==> src/pvd_isqrt.sv <==
// Pipelined integer square root, two result bits per stage.
`timescale 1ns / 1ps
module pvd_isqrt #(
    parameter int IN_W = 48
) (
    input  logic                clk,
    input  logic                en,
    input  logic [IN_W-1:0]     value,
    output logic [IN_W/2-1:0]   root
);
    localparam int STEPS = IN_W / 2;
    localparam int PER   = 2;
    localparam int NST   = (STEPS + PER - 1) / PER;

    logic [IN_W-1:0]   rem_reg  [0:NST];
    logic [IN_W/2-1:0] res_reg  [0:NST];
    logic [IN_W-1:0]   rem_c    [0:NST-1][0:PER];
    logic [IN_W/2-1:0] res_c    [0:NST-1][0:PER];

    always_comb
    begin
        for (int s = 0; s < NST; s++)
        begin
            rem_c[s][0] = rem_reg[s];
            res_c[s][0] = res_reg[s];
            for (int k = 0; k < PER; k++)
            begin
                if (s * PER + k < STEPS)
                begin
                    logic [IN_W+1:0] trial;
                    logic [IN_W+1:0] remx;
                    int b;
                    b     = STEPS - 1 - (s * PER + k);
                    remx  = {2'b00, rem_c[s][k]};
                    trial = ({2'b00, {(IN_W/2){1'b0}}, res_c[s][k]} << (b + 1))
                          | ((IN_W+2)'(1) << (2 * b));
                    if (remx >= trial)
                    begin
                        rem_c[s][k+1] = IN_W'(remx - trial);
                        res_c[s][k+1] = res_c[s][k] | ((IN_W/2)'(1) << b);
                    end
                    else
                    begin
                        rem_c[s][k+1] = rem_c[s][k];
                        res_c[s][k+1] = res_c[s][k];
                    end
                end
                else
                begin
                    rem_c[s][k+1] = rem_c[s][k];
                    res_c[s][k+1] = res_c[s][k];
                end
            end
        end
    end

    always_ff @(posedge clk)
    begin
        if (en)
        begin
            rem_reg[0] <= value;
            res_reg[0] <= '0;
            for (int s = 0; s < NST; s++)
            begin
                rem_reg[s+1] <= rem_c[s][PER];
                res_reg[s+1] <= res_c[s][PER];
            end
        end
    end

    assign root = res_reg[NST];

endmodule

==> config.mk <==
export PLATFORM = sky130hd
export DESIGN_NAME = pvd_isqrt
export DESIGN_NICKNAME = d
export VERILOG_FILES = /design/src/pvd_isqrt.sv
export SDC_FILE = /design/constraint.sdc
export NUM_CORES = 2
export LEC_CHECK = 0
export BUFFER_PORTS_ARGS = -buffer_cell sky130_fd_sc_hd__buf_2
export CORE_MARGIN = 10
export CORE_UTILIZATION = 60
export DETAILED_ROUTE_END_ITERATION = 6
export PLACE_DENSITY = 0.77
export SYNTH_ARGS = -nofsm -noshare
export SYNTH_HDL_FRONTEND = slang
export SYNTH_SLANG_ARGS = --single-unit
==> constraint.sdc <==
create_clock -name clk -period 7.75 [get_ports clk]
set_input_delay 0.775 -clock clk [delete_from_list [all_inputs] [get_ports clk]]
set_output_delay 0.775 -clock clk [all_outputs]
set_load 0.05 [all_outputs]
# Yosys cells after proc, flatten, opt, wreduce, memory -nomap -nowiden
# Memory sizes are Yosys's and may differ from the RTL's.
# Index checks and enable logic that the tools add are counted.
# word_totals
elab_cells	100
memories	2
regBits	0
out_inout_bits	24
inputBits	50
ramBits	936
# classes
add_sub_neg	24
muxes	50
order_cmp	24
# memory_table
memory	depth	width	read_ports	rd_ports_with_merged_regs	write_ports	line_no	rtl
rem_reg	13	48	12	0	13	15	logic [IN_W-1:0] rem_reg [0:NST];
res_reg	13	24	13	0	13	16	logic [IN_W/2-1:0] res_reg [0:NST];
# ops
op	n
2-to-1 mux 48 bit	24
greater-or-equal comparator 48 x 25 -> 1 bit	1
greater-or-equal comparator 48 x 26 -> 1 bit	1
greater-or-equal comparator 48 x 27 -> 1 bit	1
greater-or-equal comparator 48 x 28 -> 1 bit	1
greater-or-equal comparator 48 x 29 -> 1 bit	1
greater-or-equal comparator 48 x 30 -> 1 bit	1
greater-or-equal comparator 48 x 31 -> 1 bit	1
greater-or-equal comparator 48 x 32 -> 1 bit	1
greater-or-equal comparator 48 x 33 -> 1 bit	1
greater-or-equal comparator 48 x 34 -> 1 bit	1
greater-or-equal comparator 48 x 35 -> 1 bit	1
greater-or-equal comparator 48 x 36 -> 1 bit	1
greater-or-equal comparator 48 x 37 -> 1 bit	1
greater-or-equal comparator 48 x 38 -> 1 bit	1
greater-or-equal comparator 48 x 39 -> 1 bit	1
greater-or-equal comparator 48 x 40 -> 1 bit	1
greater-or-equal comparator 48 x 41 -> 1 bit	1
greater-or-equal comparator 48 x 42 -> 1 bit	1
greater-or-equal comparator 48 x 43 -> 1 bit	1
greater-or-equal comparator 48 x 44 -> 1 bit	1
greater-or-equal comparator 48 x 45 -> 1 bit	1
greater-or-equal comparator 48 x 46 -> 1 bit	1
greater-or-equal comparator 48 x 47 -> 1 bit	1
other kinds (49)	51

# Depth between registers and ports, before layout
# logic_depth
word_depth	4
mapped_depth	32

# Least setup slack after synthesis
# No wires, ideal clock.
# synth_path
path_kind	flip-flop to flip-flop
start	memory rem_reg[9][25] (netlist: rem_reg[2][73])
end	memory rem_reg[10][20] (netlist: rem_reg[2][116]) (data pin)
arrival_ns	6.201
t_required_ns	7.490
synth_period_minus_slack_ns	6.462
path_slack_ns	1.288
setup_time_ns	0.260
path_stages_with_launch	30
path_cell_list	edfxtp_1 > ha_1 > clkbuf_1 > nand4_1 > or4_1 > clkbuf_1 > o41ai_1 > or2_1 > nor2_1 > nand2_1 > clkbuf_1 > clkbuf_1 > a21oi_1 > ha_1 > a21oi_1 > o21ai_0 > a21o_1 > a21oi_1 > o221ai_1 > nand3_1 > nand2_1 > a2111oi_0 > nor3_1 > a21oi_1 > or3b_2 > clkbuf_1 > buf_2 > buf_2 > nor2_1 > a21oi_1
# synth_rtl
item	line_no
start: declaration	15

==> flow_summary.rst <==
.. list-table::
   :header-rows: 1

   * - Metric
     - Value
   * - Predominant post-synthesis flop cell
     - edfxtp_1
   * - GR peak layer
     - met2
   * - Worst-path clk slew
     - 0.06 ns
   * - Mapped Cells
     - approximately 4700
   * - Global-route wire length before repair
     - 187 mm
   * - Number of maximum-capacitance violations
     - 0
   * - Leading cell type in the layout, fill and taps excluded
     - edfxtp_1
   * - Pin count of the biggest net entering global routing
     - 158
   * - Final WL
     - roughly 120 mm
   * - CTS tree
     - built
   * - # nets final
     - about 5000
   * - Die Height
     - around 300 µm
   * - Final design utilization
     - 0.655
   * - Failing checks
     - DRC
   * - Transition time at the pin with the least slew margin
     - about 1.0 ns
   * - Power per standard cell area
     - 327 nW/µm²
   * - Number of core rows
     - 103
   * - Number of setup violations in the final report
     - 0
   * - Final Critical Period
     - between 7 and 8 ns
   * - Leading area contributor after synthesis
     - edfxtp_1
   * - Area of the core
     - roughly 80000 µm²
   * - Commonest cells after routing, fill and taps aside
     - edfxtp_1, nor2_1, nand2_1
   * - Top area cells in the synthesized netlist
     - edfxtp_1, ha_1, xnor2_1, a21oi_1, nor2_1
   * - Mapped Nets
     - 5064
   * - Slew Viols, Final
     - 0
   * - Area share of the largest cell type after synthesis
     - 0.463
   * - Library cells used by synthesis
     - between 80 and 90
   * - CP max FO
     - 23
   * - Number of I/O port buffers
     - 73
   * - Count of yosys warnings during synthesis
     - 0
   * - Via total after detailed routing
     - 36670
   * - Largest buffer count on any clock path
     - 3
   * - Ys async rst share
     - 0
   * - Largest stage delay, worst path
     - ~0.65 ns
   * - Worst slack on hold paths
     - approximately 0.28 ns
   * - Clk pwr share
     - 0.218
   * - Sequential fraction of design power
     - 0.354
   * - Arrival @ worst endpoint
     - about 7.7 ns
   * - Ratio of routed vias to standard cells
     - 6.25
   * - Internal power
     - between 10000 and 15000 µW
   * - Leak Pwr
     - 0.0203 µW
   * - Outcome
     - finished with violations
   * - Mean routed wirelength per cell
     - just over 20 µm
   * - Global-route usage over all layers
     - 0.255
   * - Total negative setup slack
     - 0 ns
   * - Max Fclk
     - about 140 MHz
   * - Initial Utilization
     - 0.602
   * - Clock latency of the later-clocked register in the worst-skew pair
     - between 0.6 and 0.7 ns
   * - Type of element launching the critical path
     - flop
   * - Ratio of final minimum period to clock period
     - 0.941
   * - Starting DRT DRC Count
     - approximately 3300
   * - Synthesis-to-layout area growth
     - 8.66%
   * - Combinational fraction of design power
     - 0.428
   * - Clock skew after layout
     - 0.0720 ns
   * - Die Footprint
     - slightly above 90000 µm²
   * - CP Data Required Time
     - about 8.1 ns
   * - Number of CTS-inserted buffers
     - a little under 80
   * - Critical-path top delay cell
     - or4_1
   * - Worst rel slew slack
     - 0.294
   * - Post-synth design cell area
     - 47400 µm²
   * - Setup crit end kind
     - flop
   * - Placed standard-cell area
     - between 40000 and 50000 µm²
   * - Initial antenna violation count
     - 0
   * - Final setup margin
     - 0.460 ns
   * - Yosys reg bits
     - roughly 730
   * - Antenna viol nets, final
     - 0
   * - Antenna cell count
     - 0
   * - Share of synthesized area occupied by flip-flops and latches
     - 0.463
   * - Vias in the first global route
     - approximately 35000
   * - Setup slack of the most critical reg-to-reg path
     - approximately 0.46 ns
   * - Number of enable-type register cells in the synthesized netlist
     - 732
   * - Finished layout cell area
     - just over 50000 µm²
   * - Unrepaired setup endpoints after global routing
     - false
   * - Total congestion overflow
     - 0
   * - DR pass1 iterations
     - 7
   * - Cell seen most often among critical-path stages
     - a21oi_1
   * - Worst Setup Path Type
     - reg2reg
   * - Master cell of the clock root buffer
     - clkbuf_16
   * - Global Route met3 Usage
     - 0.0290
   * - DP Wirelength
     - a little over 90 mm
   * - Minimum setup slack after placement
     - approximately 0.52 ns
   * - Worst IR Drop VDD
     - between 0.2 and 0.3 mV
   * - Met2 usage in global routing
     - 0.436
   * - Class of the most critical hold timing path
     - in2reg
   * - Final-report hold violation count
     - 0
   * - Placer congestion estimate
     - 0.976
   * - Total setup buffers inserted after CTS
     - 0
   * - Number of top-level design ports
     - between 70 and 80
   * - Number of sinks driven by the clock tree
     - 732
   * - Fraction of met1 tracks used by global routing
     - 0.332
   * - Syn avg cell area
     - 10.1 µm²
   * - Die outline width
     - 301 µm
   * - Layout cell share with drive strength beyond 1
     - 0.0739
   * - Number of flip-flops in the largest register
     - ~580
   * - Net switching share of the total power
     - 0.385
   * - NetSw
     - between 6000 and 7000 µW
   * - Remaining design rule violation count
     - 10
   * - Count of fill cells added during filler insertion
     - about 6200
   * - CTS H-Tree Depth
     - 3
## cells in the mapped netlist (all sizes together) (39+ instances only)
| cell | instances |
|---|---|
| a31oi | 39 |
| o31ai | 49 |
| ha | 333 |
| a21o | 141 |
| o21ai | 199 |
| nor4 | 123 |
| edfxtp | 732 |
| nor3 | 129 |
| clkbuf | 98 |
| nor2b | 47 |
| o21a | 58 |
| nand2b | 60 |
| xnor2 | 273 |
| nand3 | 114 |
| nand2 | 360 |
| and3 | 54 |
| or3 | 39 |
| inv | 294 |
| nor2 | 394 |
| a21oi | 360 |
| nand4 | 85 |
| mux2 | 49 |
| xor2 | 154 |
## routing by layer
metal	vias to the layer above	share of wire
li1	17619	-
met5	-	0
met2	1375	0.49
met4	0	0.034
met1	17436	0.42
met3	240	0.063
## worst paths after layout
| check | startpoint | to | depth (start not counted) |
|---|---|---|---|
| worst max-delay path | rem_reg[2][73] | rem_reg[2][141] | 25 |
| worst min-delay path | value[7] | rem_reg[0][7] | 1 |
| worst max register to register | rem_reg[2][73] | rem_reg[2][141] | 25 |
| worst min register to register | rem_reg[1][151] | rem_reg[2][7] | 0 |
## per-stage QoR
step,instances,total power (µW)
floorplan,4681,11300
global placement,5727,13000
detailed placement,5727,13100
CTS,5868,16800
global route,5868,17900
finish,5868,16900
## critical path: cells and delay by family, from the launching register on
kind | cells | cell delay (ns)
adders and majority gates | 2 | 0.82
DFF | 1 | 0.40
and+or+nand+nor | 10 | 2.40
xor gates and xnor gates | 1 | 0.13
AOI/OAI and AO/OA | 9 | 2.78
buffers and inverters | 3 | 0.51
## power by group through the flow
stage / combinational [µW] / clock, µW / sequential (µW)
after floorplan: 5570 / 0 / 5730
after global placement: 6970 / 0 / 6010
after detailed placement: 7040 / 0 / 6030
after CTS: 7110 / 3740 / 5950
after global routing: 7980 / 3910 / 6030
final: 7220 / 3680 / 5970
## logic make-up (layout without fill, tap and decap cells)
kind of cell    Yosys count  count (layout)  synth area share
simple gates           1591            1591             0.169
compound gates         1117            1117             0.152
flops                   732             732             0.463
xor+xnor                427             427            0.0788
buf+inv                 413             550            0.0332
fa+ha+maj               333             333            0.0878
mux                      68              68            0.0156
## cell type report
cell class | count | area [µm²] | share of cell area
tap | 1050 | 1310 | 0.0255
clock inverter | 46 | 517 | 0.0100
multi-input combinational | 3536 | 23900 | 0.464
inverter | 295 | 1110 | 0.0215
sequential | 732 | 22000 | 0.426
timing repair buffer | 114 | 708 | 0.0137
clock buffer | 95 | 2020 | 0.0391
## timing repair
action                                 4_1_cts  5_1_grt
setup endpoints to repair                    0       17
endpoints found under the hold margin        0        0
hold buffers                                 0        0
resized for setup                            0        3
Note: power is estimated with default switching activity, not from simulation.
